## src/hdl/trf_pkg.sv

```systemverilog
// Shared types, protocol constants and reply byte helpers of the telnet receive filter.
`default_nettype none

package trf_pkg;

   // Telnet command and option bytes
   localparam logic [7:0] CMD_IAC   = 8'd255;
   localparam logic [7:0] CMD_SB    = 8'd250;
   localparam logic [7:0] CMD_SE    = 8'd240;
   localparam logic [7:0] CMD_WILL  = 8'd251;
   localparam logic [7:0] CMD_WONT  = 8'd252;
   localparam logic [7:0] CMD_DO    = 8'd253;
   localparam logic [7:0] CMD_DONT  = 8'd254;
   localparam logic [7:0] OPT_ECHO  = 8'd1;
   localparam logic [7:0] OPT_SGA   = 8'd3;
   localparam logic [7:0] OPT_TTYPE = 8'd24;
   localparam logic [7:0] TT_IS     = 8'd0;
   localparam logic [7:0] TT_SEND   = 8'd1;
   localparam logic [7:0] CHAR_NUL  = 8'd0;
   localparam logic [7:0] CHAR_ESC  = 8'd27;
   localparam logic [7:0] ESC_FINAL = 8'd64;

   // Configuration register indexes
   localparam logic REG_ECHO = 1'b0;
   localparam logic REG_SUPP = 1'b1;

   // Descriptor queue
   localparam int QUEUE_DEPTH = 4;
   localparam int QUEUE_AW    = $clog2(QUEUE_DEPTH);
   localparam int QUEUE_CW    = $clog2(QUEUE_DEPTH + 1);

   // Longest burst is ten bytes
   localparam int BURST_CW = 4;

   typedef enum logic [1:0] {
      PHASE_DATA,
      PHASE_CMD,
      PHASE_OPTION
   } phase_type;

   typedef enum logic [2:0] {
      PEER_SB,
      PEER_WILL,
      PEER_WONT,
      PEER_DO,
      PEER_DONT
   } verb_type;

   typedef enum logic [1:0] {
      HANDLER_NVT,
      HANDLER_ANSI,
      HANDLER_DISCARD,
      HANDLER_TTYPE
   } handler_type;

   typedef enum logic [1:0] {
      ESC_NORMAL,
      ESC_AFTER,
      ESC_SEQ
   } esc_type;

   // Reply verb, offset from the WILL byte
   typedef enum logic [1:0] {
      REPLY_WILL,
      REPLY_WONT,
      REPLY_DO,
      REPLY_DONT
   } reply_type;

   typedef enum logic [1:0] {
      BURST_DATA,
      BURST_NEG,
      BURST_TERM
   } burst_kind_type;

   // One input byte's output burst in compact form.
   // For data bursts the console byte travels in opt[0].
   typedef struct packed {
      burst_kind_type          kind;
      logic [BURST_CW-1:0]     count;
      logic                    ansi;
      reply_type [2:0]         verb;
      logic [2:0][7:0]         opt;
   } burst_type;

   // Confirming answer to a request
   function automatic reply_type yes_reply(verb_type v);
      reply_type r;
      unique case (v)
         PEER_WILL: r = REPLY_DO;
         PEER_WONT: r = REPLY_DONT;
         PEER_DO:   r = REPLY_WILL;
         default:   r = REPLY_WONT;
      endcase
      return r;
   endfunction

   // Refusing answer to a request
   function automatic reply_type no_reply(verb_type v);
      reply_type r;
      unique case (v)
         PEER_WILL: r = REPLY_DONT;
         PEER_WONT: r = REPLY_DO;
         PEER_DO:   r = REPLY_WONT;
         default:   r = REPLY_WILL;
      endcase
      return r;
   endfunction

   function automatic logic [7:0] reply_byte(reply_type r);
      return CMD_WILL + {6'b0, r};
   endfunction

   // Byte at position idx of a burst
   function automatic logic [7:0] burst_byte(burst_type b, logic [BURST_CW-1:0] idx);
      logic [7:0] r;
      r = CMD_IAC;
      unique case (b.kind)
         BURST_DATA: r = b.opt[0];
         BURST_NEG: begin
            unique case (idx)
               4'd1:    r = reply_byte(b.verb[0]);
               4'd2:    r = b.opt[0];
               4'd4:    r = reply_byte(b.verb[1]);
               4'd5:    r = b.opt[1];
               4'd7:    r = reply_byte(b.verb[2]);
               4'd8:    r = b.opt[2];
               default: r = CMD_IAC;
            endcase
         end
         BURST_TERM: begin
            unique case (idx)
               4'd0:    r = CMD_IAC;
               4'd1:    r = CMD_SB;
               4'd2:    r = OPT_TTYPE;
               4'd3:    r = TT_IS;
               4'd4:    r = b.ansi ? 8'h41 : 8'h4E;
               4'd5:    r = b.ansi ? 8'h4E : 8'h56;
               4'd6:    r = b.ansi ? 8'h53 : 8'h54;
               4'd7:    r = b.ansi ? 8'h49 : CMD_IAC;
               4'd8:    r = b.ansi ? CMD_IAC : CMD_SE;
               default: r = CMD_SE;
            endcase
         end
         default: r = CMD_IAC;
      endcase
      return r;
   endfunction

endpackage

`default_nettype wire

```

## src/hdl/telnet_receive_filter.sv

```systemverilog
// Top level of the telnet receive filter: register port, parser, queue and expander.
//
// Usage:
//   Input channel (req_*): one received telnet byte per transfer on req_rx_byte.
//   Result channel (rsp_*): console bytes (rsp_out_dest 0) and reply bytes for the
//   peer (rsp_out_dest 1); rsp_out_last marks the final byte caused by one input.
//   An input byte yields zero to ten result bytes.
//   Register port (csr_*): echo_already_set at 0x0, supp_already_set at 0x4, bit 0.
//   Write only while the block is idle.
// Timing:
//   The first result of a byte passes the queue entry, the current-burst register and
//   the output register. One input byte is taken per cycle while req_stall is low;
//   results leave one per cycle while rsp_stall is low. A four-entry
//   descriptor queue absorbs bursts; req_stall rises while it is full.
// Reset:
//   Synchronous, active high. Protocol state returns to the data phase with the
//   NVT handler and terminal index zero; queue and output register are emptied.
// Stall:
//   While rsp_stall is high the held result does not change; the queue fills and
//   then req_stall stops further input.
`default_nettype none

module telnet_receive_filter (
   input  wire logic        clock,
   input  wire logic        reset,
   input  wire logic        req_valid,
   output logic             req_stall,
   input  wire logic [7:0]  req_rx_byte,
   output logic             rsp_valid,
   input  wire logic        rsp_stall,
   output logic             rsp_out_dest,
   output logic [7:0]       rsp_out_byte,
   output logic             rsp_out_last,
   input  wire logic        csr_psel,
   input  wire logic        csr_penable,
   input  wire logic        csr_pwrite,
   input  wire logic [2:0]  csr_paddr,
   input  wire logic [31:0] csr_pwdata,
   output logic [31:0]      csr_prdata,
   output logic             csr_pready
);
   import trf_pkg::*;

   logic       echo_ff, echo_in;
   logic       supp_ff, supp_in;
   logic       csr_write;
   logic       req_accept;
   logic       desc_valid;
   burst_type  desc;
   logic       head_valid;
   burst_type  head_data;
   logic       pop;
   logic       queue_full;

   // Register port
   assign csr_pready = 1'b1;
   assign csr_write  = csr_psel && csr_penable && csr_pwrite;

   always_comb begin
      echo_in = echo_ff;
      supp_in = supp_ff;
      if (csr_write) begin
         unique case (csr_paddr[2])
            REG_ECHO: echo_in = csr_pwdata[0];
            REG_SUPP: supp_in = csr_pwdata[0];
            default: ;
         endcase
      end
      csr_prdata = {31'b0, (csr_paddr[2] == REG_SUPP) ? supp_ff : echo_ff};
   end

   always_ff @(posedge clock) begin
      if (reset) begin
         echo_ff <= 1'b0;
         supp_ff <= 1'b0;
      end else begin
         echo_ff <= echo_in;
         supp_ff <= supp_in;
      end
   end

   // Input transfer
   assign req_stall  = queue_full;
   assign req_accept = req_valid && !req_stall;

   trf_parser u_parser (
      .clock      (clock),
      .reset      (reset),
      .accept     (req_accept),
      .rx_byte    (req_rx_byte),
      .echo_set   (echo_ff),
      .supp_set   (supp_ff),
      .desc_valid (desc_valid),
      .desc       (desc)
   );

   trf_queue u_queue (
      .clock      (clock),
      .reset      (reset),
      .push       (req_accept && desc_valid),
      .push_data  (desc),
      .pop        (pop),
      .head_valid (head_valid),
      .head_data  (head_data),
      .full       (queue_full)
   );

   trf_expander u_expander (
      .clock      (clock),
      .reset      (reset),
      .head_valid (head_valid),
      .head_data  (head_data),
      .pop        (pop),
      .rsp_stall  (rsp_stall),
      .rsp_valid  (rsp_valid),
      .rsp_dest   (rsp_out_dest),
      .rsp_byte   (rsp_out_byte),
      .rsp_last   (rsp_out_last)
   );

`ifndef SYNTHESIS
   // no input is taken while the queue is full
   a_stall_when_full: assert property (@(posedge clock) disable iff (reset)
      queue_full |-> !req_accept)
      else $error("input taken with full queue");
`endif

endmodule

`default_nettype wire

```

## src/hdl/trf_parser.sv

```systemverilog
// Protocol state machine: tracks IAC sequences and builds at most one burst descriptor per byte.
`default_nettype none

module trf_parser (
   input  wire logic              clock,
   input  wire logic              reset,
   input  wire logic              accept,
   input  wire logic [7:0]        rx_byte,
   input  wire logic              echo_set,
   input  wire logic              supp_set,
   output logic                   desc_valid,
   output trf_pkg::burst_type     desc
);
   import trf_pkg::*;

   phase_type   phase_ff,   phase_in;
   verb_type    verb_ff,    verb_in;
   handler_type handler_ff, handler_in;
   esc_type     esc_ff,     esc_in;
   logic [1:0]  term_ff,    term_in;
   logic        run_data;

   // State registers
   always_ff @(posedge clock) begin
      if (reset) begin
         phase_ff   <= PHASE_DATA;
         verb_ff    <= PEER_SB;
         handler_ff <= HANDLER_NVT;
         esc_ff     <= ESC_NORMAL;
         term_ff    <= 2'd0;
      end else if (accept) begin
         phase_ff   <= phase_in;
         verb_ff    <= verb_in;
         handler_ff <= handler_in;
         esc_ff     <= esc_in;
         term_ff    <= term_in;
      end
   end

   // Next state and burst descriptor for the byte on the input
   always_comb begin
      phase_in   = PHASE_DATA;
      verb_in    = verb_ff;
      handler_in = handler_ff;
      esc_in     = esc_ff;
      term_in    = term_ff;
      run_data   = 1'b0;
      desc_valid = 1'b0;
      desc       = '0;
      desc.kind  = BURST_DATA;

      unique case (phase_ff)
         PHASE_DATA: begin
            if (rx_byte == CMD_IAC) phase_in = PHASE_CMD;
            else run_data = 1'b1;
         end
         PHASE_CMD: begin
            // escaped 255 goes to the data handler; unlisted commands drop out
            if (rx_byte == CMD_IAC) begin
               run_data = 1'b1;
            end else if (rx_byte == CMD_SE) begin
               handler_in = (term_ff == 2'd0) ? HANDLER_NVT : HANDLER_ANSI;
            end else if (rx_byte >= CMD_SB && rx_byte <= CMD_DONT) begin
               verb_in  = verb_type'(3'(rx_byte - CMD_SB));
               phase_in = PHASE_OPTION;
            end
         end
         PHASE_OPTION: begin
            desc.kind = BURST_NEG;
            if (verb_ff == PEER_SB) begin
               handler_in = (rx_byte == OPT_TTYPE) ? HANDLER_TTYPE : HANDLER_DISCARD;
            end else if (rx_byte == OPT_ECHO) begin
               if (!((verb_ff == PEER_WILL && echo_set) ||
                     (verb_ff == PEER_WONT && !echo_set))) begin
                  desc_valid   = 1'b1;
                  desc.count   = 4'd3;
                  desc.verb[0] = (verb_ff == PEER_DO) ? REPLY_WONT : yes_reply(verb_ff);
                  desc.opt[0]  = OPT_ECHO;
               end
            end else if (rx_byte == OPT_SGA) begin
               desc.opt[0] = OPT_SGA;
               desc.opt[1] = OPT_SGA;
               desc.opt[2] = OPT_ECHO;
               if (verb_ff == PEER_WILL && !supp_set) begin
                  desc_valid   = 1'b1;
                  desc.count   = 4'd9;
                  desc.verb[0] = REPLY_DO;
                  desc.verb[1] = REPLY_WILL;
                  desc.verb[2] = REPLY_DO;
               end else if (verb_ff == PEER_WONT && supp_set) begin
                  desc_valid   = 1'b1;
                  desc.count   = 4'd6;
                  desc.verb[0] = REPLY_DONT;
                  desc.verb[1] = REPLY_WONT;
               end else if (verb_ff == PEER_DO && !supp_set) begin
                  desc_valid   = 1'b1;
                  desc.count   = 4'd3;
                  desc.verb[0] = REPLY_DO;
               end else if (verb_ff == PEER_DONT && supp_set) begin
                  desc_valid   = 1'b1;
                  desc.count   = 4'd3;
                  desc.verb[0] = REPLY_DONT;
               end
            end else if (rx_byte == OPT_TTYPE) begin
               desc.opt[0] = OPT_TTYPE;
               desc.count  = 4'd3;
               if (verb_ff == PEER_WILL) begin
                  desc_valid   = 1'b1;
                  desc.verb[0] = no_reply(verb_ff);
               end else if (verb_ff == PEER_DO) begin
                  desc_valid   = 1'b1;
                  desc.verb[0] = yes_reply(verb_ff);
               end
            end else begin
               // unknown option: refuse requests, ignore the rest
               desc.opt[0] = rx_byte;
               desc.count  = 4'd3;
               if (verb_ff == PEER_WILL || verb_ff == PEER_DO) begin
                  desc_valid   = 1'b1;
                  desc.verb[0] = no_reply(verb_ff);
               end
            end
         end
         default: phase_in = PHASE_DATA;
      endcase

      // Data handlers
      if (run_data) begin
         unique case (handler_ff)
            HANDLER_NVT: begin
               if (rx_byte != CHAR_NUL) begin
                  desc_valid  = 1'b1;
                  desc.kind   = BURST_DATA;
                  desc.count  = 4'd1;
                  desc.opt[0] = rx_byte;
               end
            end
            HANDLER_ANSI: begin
               if (esc_ff == ESC_NORMAL) begin
                  if (rx_byte == CHAR_ESC) begin
                     esc_in = ESC_AFTER;
                  end else if (rx_byte != CHAR_NUL) begin
                     desc_valid  = 1'b1;
                     desc.kind   = BURST_DATA;
                     desc.count  = 4'd1;
                     desc.opt[0] = rx_byte;
                  end
               end else if (esc_ff == ESC_AFTER) begin
                  esc_in = ESC_SEQ;
               end else if (rx_byte > ESC_FINAL) begin
                  esc_in = ESC_NORMAL;
               end
            end
            HANDLER_TTYPE: begin
               if (rx_byte == TT_SEND) begin
                  term_in    = (term_ff >= 2'd2) ? 2'd0 : term_ff + 2'd1;
                  desc_valid = 1'b1;
                  desc.kind  = BURST_TERM;
                  desc.ansi  = (term_in != 2'd0);
                  desc.count = (term_in != 2'd0) ? 4'd10 : 4'd9;
               end
            end
            default: ;
         endcase
      end
   end

`ifndef SYNTHESIS
   // IAC in the data phase always opens a command
   a_iac_opens_cmd: assert property (@(posedge clock) disable iff (reset)
      accept && phase_ff == PHASE_DATA && rx_byte == CMD_IAC |=> phase_ff == PHASE_CMD)
      else $error("IAC did not open a command");

   // terminal index cycles through three values only
   a_term_range: assert property (@(posedge clock) disable iff (reset)
      term_ff != 2'd3)
      else $error("terminal index out of range");

   // a descriptor always carries at least one byte and at most ten
   a_desc_count: assert property (@(posedge clock) disable iff (reset)
      desc_valid |-> desc.count != 4'd0 && desc.count <= 4'd10)
      else $error("bad burst length");
`endif

endmodule

`default_nettype wire

```

## src/hdl/trf_queue.sv

```systemverilog
// Small flop-based queue of burst descriptors between parser and byte expander.
`default_nettype none

module trf_queue (
   input  wire logic              clock,
   input  wire logic              reset,
   input  wire logic              push,
   input  wire trf_pkg::burst_type push_data,
   input  wire logic              pop,
   output logic                   head_valid,
   output trf_pkg::burst_type     head_data,
   output logic                   full
);
   import trf_pkg::*;

   burst_type             q_ff [QUEUE_DEPTH];
   logic [QUEUE_AW-1:0]   wr_ptr_ff, wr_ptr_in;
   logic [QUEUE_AW-1:0]   rd_ptr_ff, rd_ptr_in;
   logic [QUEUE_CW-1:0]   count_ff,  count_in;

   // Pointer and fill count update
   always_comb begin
      wr_ptr_in = push ? wr_ptr_ff + 1'b1 : wr_ptr_ff;
      rd_ptr_in = pop  ? rd_ptr_ff + 1'b1 : rd_ptr_ff;
      count_in  = count_ff;
      if (push && !pop) count_in = count_ff + 1'b1;
      else if (pop && !push) count_in = count_ff - 1'b1;
   end

   always_ff @(posedge clock) begin
      if (reset) begin
         wr_ptr_ff <= '0;
         rd_ptr_ff <= '0;
         count_ff  <= '0;
      end else begin
         wr_ptr_ff <= wr_ptr_in;
         rd_ptr_ff <= rd_ptr_in;
         count_ff  <= count_in;
      end
   end

   // Entry storage
   always_ff @(posedge clock) begin
      if (push) q_ff[wr_ptr_ff] <= push_data;
   end

   assign head_valid = (count_ff != '0);
   assign head_data  = q_ff[rd_ptr_ff];
   assign full       = (count_ff == QUEUE_CW'(QUEUE_DEPTH));

`ifndef SYNTHESIS
   a_no_overflow: assert property (@(posedge clock) disable iff (reset)
      !(push && full && !pop))
      else $error("descriptor queue overflow");

   a_no_underflow: assert property (@(posedge clock) disable iff (reset)
      pop |-> head_valid)
      else $error("descriptor queue underflow");
`endif

endmodule

`default_nettype wire

```

## src/hdl/trf_expander.sv

```systemverilog
// Expands burst descriptors into output register bytes, one per cycle unless stalled.
`default_nettype none

module trf_expander (
   input  wire logic              clock,
   input  wire logic              reset,
   input  wire logic              head_valid,
   input  wire trf_pkg::burst_type head_data,
   output logic                   pop,
   input  wire logic              rsp_stall,
   output logic                   rsp_valid,
   output logic                   rsp_dest,
   output logic [7:0]             rsp_byte,
   output logic                   rsp_last
);
   import trf_pkg::*;

   burst_type              cur_ff,       cur_in;
   logic                   cur_valid_ff, cur_valid_in;
   logic [BURST_CW-1:0]    idx_ff,       idx_in;
   logic                   rsp_valid_ff, rsp_valid_in;
   logic                   rsp_dest_ff,  rsp_dest_in;
   logic [7:0]             rsp_byte_ff,  rsp_byte_in;
   logic                   rsp_last_ff,  rsp_last_in;
   logic                   slot_free;
   logic                   load;
   logic                   at_end;

   // Move one byte into the output register whenever it is free or draining
   always_comb begin
      slot_free    = !rsp_valid_ff || !rsp_stall;
      load         = cur_valid_ff && slot_free;
      at_end       = (idx_ff == cur_ff.count - 1'b1);
      pop          = head_valid && (!cur_valid_ff || (load && at_end));

      rsp_valid_in = slot_free ? load : rsp_valid_ff;
      rsp_dest_in  = rsp_dest_ff;
      rsp_byte_in  = rsp_byte_ff;
      rsp_last_in  = rsp_last_ff;
      if (load) begin
         rsp_dest_in = (cur_ff.kind != BURST_DATA);
         rsp_byte_in = burst_byte(cur_ff, idx_ff);
         rsp_last_in = at_end;
      end

      cur_in       = pop ? head_data : cur_ff;
      cur_valid_in = pop ? 1'b1 : (cur_valid_ff && !(load && at_end));
      idx_in       = pop ? '0 : (load ? idx_ff + 1'b1 : idx_ff);
   end

   always_ff @(posedge clock) begin
      if (reset) begin
         cur_valid_ff <= 1'b0;
         rsp_valid_ff <= 1'b0;
         idx_ff       <= '0;
      end else begin
         cur_valid_ff <= cur_valid_in;
         rsp_valid_ff <= rsp_valid_in;
         idx_ff       <= idx_in;
      end
   end

   // Payload registers
   always_ff @(posedge clock) begin
      cur_ff      <= cur_in;
      rsp_dest_ff <= rsp_dest_in;
      rsp_byte_ff <= rsp_byte_in;
      rsp_last_ff <= rsp_last_in;
   end

   assign rsp_valid = rsp_valid_ff;
   assign rsp_dest  = rsp_dest_ff;
   assign rsp_byte  = rsp_byte_ff;
   assign rsp_last  = rsp_last_ff;

`ifndef SYNTHESIS
   // byte index stays inside the current burst
   a_idx_in_burst: assert property (@(posedge clock) disable iff (reset)
      cur_valid_ff |-> idx_ff < cur_ff.count)
      else $error("burst index past end");

   // a burst that ends frees the slot for the next one
   a_end_clears: assert property (@(posedge clock) disable iff (reset)
      load && at_end && !head_valid |=> !cur_valid_ff)
      else $error("finished burst still active");
`endif

endmodule

`default_nettype wire
```

## config.mk

```make
export PLATFORM = sky130hd
export DESIGN_NAME = telnet_receive_filter
export DESIGN_NICKNAME = d
export VERILOG_FILES = /design/src/hdl/trf_pkg.sv /design/src/hdl/telnet_receive_filter.sv /design/src/hdl/trf_parser.sv /design/src/hdl/trf_queue.sv /design/src/hdl/trf_expander.sv
export SDC_FILE = /design/constraint.sdc
export NUM_CORES = 1
export LEC_CHECK = 0
export BUFFER_PORTS_ARGS = -buffer_cell sky130_fd_sc_hd__buf_2
export CAP_MARGIN = 20
export CELL_PAD_IN_SITES_DETAIL_PLACEMENT = 0
export CELL_PAD_IN_SITES_GLOBAL_PLACEMENT = 1
export CORE_ASPECT_RATIO = 2
export CORE_MARGIN = 3
export CORE_UTILIZATION = 50
export DETAILED_ROUTE_END_ITERATION = 8
export MAX_ROUTING_LAYER = met4
export PLACE_DENSITY_LB_ADDON = 0.1
export SETUP_SLACK_MARGIN = 0.1
export SLEW_MARGIN = 20
export SYNTH_ARGS = -nofsm -noshare
export SYNTH_HDL_FRONTEND = slang
export SYNTH_SLANG_ARGS = --single-unit
```

## constraint.sdc

```tcl
create_clock -name clock -period 7.35 [get_ports clock]
set_input_delay 1.47 -clock clock [delete_from_list [all_inputs] [get_ports clock]]
set_output_delay 1.47 -clock clock [all_outputs]
set_load 0.05 [all_outputs]
```

Yosys cells after proc, flatten, opt, wreduce, memory -nomap -nowiden:

Memory sizes are Yosys's and may differ from the RTL's. A register that Yosys moved wholly into a read port is not among the register bits.
Cells that the tools add are included.

* $add $sub $neg: 11
* magnitude comparators: 4
* eq/ne operators: 31
* multiplexer cells: 99
* bitwise logic cells: 3
* reductions and logical operators: 51

Operators with widths (count)
* $pmux W8 S9: 1
* $mux W8: 8
* $mux W30: 2
* $mux W2: 25
* $pmux W8 S6: 1
* $mux W4: 11
* $mux W1: 30
* $pmux W8 S3: 1
* $mux W9: 2
* $pmux W6 S3: 1
* $logic_and A1 B1 Y1: 17
* $eq A4 B3 Y1 const B: 4
* $eq A8 B5 Y1 const B: 2
* $eq A8 B8 Y1 const B: 2
* $pmux W8 S2: 1
* $add A4 B3 Y5 const A: 3
* $mux W5: 3
* $reduce_and A5 Y1: 3
* $mux W7: 2
* $mux W6: 2
* $pmux W2 S2: 3
* $logic_not A2 Y1: 5
* $logic_not A1 Y1: 9
* $mux W3: 3
* other kinds (36): 58

* register bits: 36
* bits in writable memories: 148
* input bits: 50
* output and inout port bits: 45
* word-level logic and storage cells: 216
* memories: 1

Memory list
* u_queue.q_ff: depth 4, bits a word 37, read ports 1, clocked after memory_dff 1, wr ports 1, line trf_queue.sv:16 `burst_type q_ff [QUEUE_DEPTH];`

Logic depth before layout (Yosys ltp):

* depth in word-level cells: 20
* gate-level depth with buffers: 14
* mapped depth without buffers: 13

Cells and area by module:

Synthesis repeated with hierarchy kept, for this count alone.

* cell total of the unflattened synthesis: 666
* area, all modules: 10018.4 um^2

By module, submodules not included
* trf_queue: instances 1, cells an instance 237, area an instance 5825.6 um^2, seq. area each 4624.4 um^2
* trf_expander: instances 1, cells an instance 214, area an instance 2566.2 um^2, seq. area each 1531.5 um^2
* trf_parser: instances 1, cells an instance 169, area an instance 1261.2 um^2, seq. area each 220.2 um^2
* telnet_receive_filter: instances 1, cells an instance 46, area an instance 365.4 um^2, seq. area each 40.0 um^2

Worst setup path after synthesis:

OpenSTA, ideal clock, no wires.

* path kind: input-to-reg
* start: input port req_rx_byte[3]
* end: register u_queue.count_ff[2]
* setup time: 0.070 ns
* data arrival time: 4.030 ns
* data required time: 7.280 ns
* setup slack: 3.250 ns
* stages: 12
* path buffers: 1
* cell sequence: buf_2 -> nand4_2 -> nor3_2 -> mux2i_2 -> a2111oi_2 -> nor3_2 -> ha_1 -> inv_1 -> fa_1 -> xor2_1 -> or3_1 -> a21oi_1

* longest elaborated chain between the ends: 15
* elaborated cells between the ends (all ways): 26
* classes of those cells: 5 x eq/ne; 15 x mux; 6 x reduce/logical

RTL lines
* start, declared: line telnet_receive_filter.sv:28 `input wire logic [7:0] req_rx_byte,`
* $eq A8 B5 Y1: line trf_parser.sv:104 `end else if (rx_byte == OPT_TTYPE) begin`
* $mux W1: line trf_parser.sv:104
* $mux W1: line trf_parser.sv:80 `end else if (rx_byte == OPT_SGA) begin`
* $mux W1: line trf_parser.sv:72 `end else if (rx_byte == OPT_ECHO) begin`
* $mux W1: line trf_parser.sv:70 `if (verb_ff == PEER_SB) begin`
* $mux W1: line trf_parser.sv:52 `unique case (phase_ff)`
* $mux W1: line trf_parser.sv:131, trf_parser.sv:142
* $mux W1: line trf_parser.sv:140 `if (rx_byte == CHAR_ESC) begin`
* $mux W1: line trf_parser.sv:139 `if (esc_ff == ESC_NORMAL) begin`
* $pmux W1 S3: line trf_parser.sv:129 `unique case (handler_ff)`
* $mux W1 (*): line trf_parser.sv:128 `if (run_data) begin`
* $logic_and A1 B1 Y1 (*): line telnet_receive_filter.sv:100 `.push (req_accept && desc_valid),`
* named net u_queue.push: line trf_queue.sv:7 `input wire logic push,`
* $logic_not A1 Y1: line trf_queue.sv:27 `else if (pop && !push) count_in = count_ff - 1'b1;`
* $logic_and A1 B1 Y1: line trf_queue.sv:27
* $reduce_bool A2 Y1 (no line)
* end signal, assigned: line trf_queue.sv:38 `count_ff <= count_in;`
* end, declared: line trf_queue.sv:19 `logic [QUEUE_CW-1:0] count_ff, count_in;`

The timed path passes the listed nets; every way through them passes the cells marked *.
A chain may end at the register's enable or synchronous reset.

Final worst setup path:

* start: input port req_rx_byte[0]
* end: register u_queue.count_ff[2]

Same word-level chain as after synthesis.

==> key figures <==
Placed design
  – Inst Count DP: 694
  – IO buf count: 29
  – DP HPWL: 9656 µm
  – Area after DPL: 6766 µm²
  – Routability cong.: 0.8824

Synth
  – Sequential area share after synthesis: 0.5755
  – Synth top area share: 0.4972
  – Yosys cell types: 74
  – Largest cells by area after synthesis: edfxtp_1 (50%), dfxtp_1 (7.8%), mux4_2 (6.8%)
  – Most used DFF post-synth: edfxtp_1
  – Post-Syn Area per Cell: 12.37 µm²
  – Post-synth ARST share: 0
  – Mapped Area: 6644 µm²
  – Synthesized instance count: 537
  – YS warnings: 0
  – Number of synthesized register bits: 136
  – EDFF count, synth: 110
  – Synth area leader: edfxtp_1

CTS
  – Num CTS Buffers: 17
  – Post-cts sizing count: 0
  – TritonCTS clock tree: built
  – Root buf cell: clkbuf_16
  – Max H-tree Level: 4
  – Setup Fix Bufs, Post-CTS: 0
  – CTS sink cnt: 136
  – CTS max path bufs: 2
  – Reg clk slew, reported paths: 0.06 ns
  – Worst-Skew Late Latency: 0.41 ns
  – # hold bufs at CTS: 0

Setup path
  – Critical path startpoint category: input port
  – Flop-to-flop setup slack: 3.94 ns
  – CP max-delay cell: a2111oi_1
  – Crit path largest cell delay: 0.68 ns
  – CP Capture Point: u_queue.count_ff[2]
  – Arrival time worst endpoint: 4.61 ns
  – Worst r2r src: u_parser.verb_ff[0]
  – Crit. End Element: flip-flop
  – R2R cell count: 11
  – Crit path max fanout: 10
  – Worst setup path class: input port to flip-flop
  – Crit Reg-Reg Endpoint: u_queue.count_ff[2]
  – Beginning of the critical path: req_rx_byte[0]
  – Worst path required time: 7.68 ns
  – CP Cell Sequence: buf_2 > or2_4 > o21ai_0 > a2111oi_1 > a2111oi_2 > nor3_2 > ha_1 > inv_1 > fa_1 > xor2_1 > or3_1 > a21oi_1

Global routing
  – Initial antenna violation count: 0
  – All-layer global routing usage: 0.1968
  – Vias in the first global route: 4274
  – Remaining Overflow, GRT: 0
  – First-pass GRT wire length: 21310 µm
  – Pin count of the biggest net entering global routing: 26

Job
  – Max-cap viol count: 0

Power
  – Overall power: 2507 µW
  – Power Dens Cells: 341.7 nW/µm²
  – Leak: 0.002591 µW
  – Maximum vdd drop: 256.2 µV

Timing
  – Final hold violations: 0
  – Post-route minimum period: 4.274 ns
  – Worst Tran Pin Value: 1.046 ns
  – Final worst-path cycle share: 0.5815
  – Achievable Freq: 234.0 MHz
  – Unrepaired setup endpoints after global routing: no
  – Clk_skew: 0.01121 ns
  – Endpoints failing setup: 0
  – Max-Slew Margin vs Limit: 0.3018
  – Setup_tns: 0 ns
  – Final Max Slew Viols: 0

Worst hold path
  – Min-Delay Path Class: flip-flop to flip-flop

Routing
  – Antenna Nets Post-Route: 0
  – Routed Wire Length: 13270 µm
  – Drt first pass iters: 4
  – Vias per Instance: 5.724
  – DR iter-0 viols: 172
  – DRC violations left: 0
  – Via count: 4161
  – Wire per inst: 18.25 µm

Floorplan
  – Core area: 12990 µm²
  – I/O pin total: 95
  – # rows: 59
  – Die width: 87.51 µm
  – Die height: 169.0 µm
  – Initial Utilization: 0.5114
  – Die area: 14790 µm²

Layout
  – Final core utilization: 0.5646
  – Layout area overhead: 10.41%
  – Nets: 626
  – Fill count: 1118
  – Antenna diodes: 0
  – Layout cells sized above 1: 0.1843
  – Post-Layout Inst Area: 7336 µm²
  – Fin cells: 727

Status
  – Status: complete, no violations
cell usage after synthesis (2+ instances only):
cell	count
conb_1	2
or4_1	5
inv_2	2
nand3b_1	2
nand3_1	7
mux2i_1	6
a211oi_1	4
nand2_1	29
buf_2	6
a32oi_1	2
dfxtp_1	26
nand2b_1	7
nor2b_1	14
buf_4	35
buf_1	4
and3_1	3
a31oi_1	2
ha_1	13
o21ai_0	24
a21oi_1	31
nor3_2	2
and2_1	8
a311oi_1	3
mux4_2	20
edfxtp_1	110
xnor2_1	6
o21a_1	2
nor2_1	51
xor2_1	7
nand4_2	2
or3_1	2
a22oi_1	4
nor3_1	10
o22ai_1	3
nor3b_1	2
clkbuf_1	12
nor4_1	5
inv_1	21
nand4_1	7
or2_2	2
layout make-up:
| type | instances | area [µm²] | share of cell area |
|---|---|---|---|
| sequential | 136 | 3824 | 0.5212 |
| multi-input combinational | 350 | 2491 | 0.3396 |
| clock buffer | 18 | 429.2 | 0.05850 |
| timing repair buffer | 34 | 190.2 | 0.02593 |
| tap | 152 | 190.2 | 0.02593 |
| clock inverter | 14 | 125.1 | 0.01706 |
| inverter | 23 | 86.33 | 0.01177 |
layer usage:
layer	up-vias	routed length (µm)	GRT usage
li1	1993	-	-
met1	2042	4537	0.1830
met2	91	7780	0.3650
met3	35	400	0.03166
met4	0	547	0.1096
met5	-	0	-
flip-flops by register name, indices dropped and copies added (netlist names), 2 cells and up:
register / count
u_expander.rsp_byte: 8
u_parser.esc_ff: 2
u_queue.count_ff: 3
u_parser.verb_ff: 3
u_queue.rd_ptr_ff: 2
u_parser.phase_ff: 2
u_expander.idx_ff: 4
u_expander.cur_ff: 20
u_queue.wr_ptr_ff: 2
u_parser.handler_ff: 2
u_parser.term_ff: 2
u_queue.q_ff: 80
power breakdown:
part,internal [µW],total [µW],switching [µW]
Sequential,1000,1080,78.9
Clock,467,794,327
Combinational,228,630,402
stage by stage:
step           setup WS (ns)  hold slack [ns]
6_report               3.076           0.4841
5_1_grt                2.963           0.5262
4_1_cts                3.065           0.4892
3_5_place_dp           2.646           0.4744
3_3_place_gp           2.761           0.4686
2_1_floorplan          3.250           0.4546
logic make-up (layout without fill, tap and decap cells):
group | after synthesis | in the layout | synth area share
fa+ha+maj | 14 | 14 | 0.02750
mux | 28 | 28 | 0.08060
simple gates | 166 | 166 | 0.1345
compound gates | 97 | 97 | 0.09680
xor+xnor | 13 | 13 | 0.01714
flops | 136 | 136 | 0.5755
buf+inv | 81 | 89 | 0.06685
other cells | 2 | 32 | 0.001130
worst min-delay path by stage:
stage,depth (start not counted),from,to
floorplan,2,u_expander.cur_valid_ff,u_expander.rsp_valid
global placement,2,u_expander.cur_valid_ff,u_expander.rsp_valid
detailed placement,2,u_expander.cur_valid_ff,u_expander.rsp_valid
CTS,2,u_expander.cur_valid_ff,u_expander.rsp_valid
global route,2,u_expander.cur_valid_ff,u_expander.rsp_valid
finish,2,u_expander.cur_valid_ff,u_expander.rsp_valid
worst max-delay path, delay by kind of cell:
kind / cells / cell delay, ns
compound gates: 4 / 1.10
buf+inv: 2 / 0.27
simple gates: 3 / 0.88
xor+xnor: 1 / 0.18
fa+ha+maj: 2 / 0.70
cells in the final DEF (no fill, tap or decap), types with 3 or more instances in the layout:
cell        count
o22ai_1         3
dfxtp_1        26
and3_1          3
nor2_1         51
xor2_1          7
nand2b_1        7
mux2i_1         6
or4_1           5
ha_1           13
buf_2          29
nand4_1         7
clkinvlp_4      5
clkbuf_16      17
buf_4           4
edfxtp_1      110
xnor2_1         6
a21oi_1        31
nor2b_1        13
inv_6           4
and2_1          8
a211oi_1        4
nor4_1          5
o21ai_0        24
nand3_1         7
conb_1         32
nor3_1         10
a22oi_1         4
a311oi_1        3
mux4_2         20
nand2_1        29
inv_1          21
(Power assumes the default switching activity.)
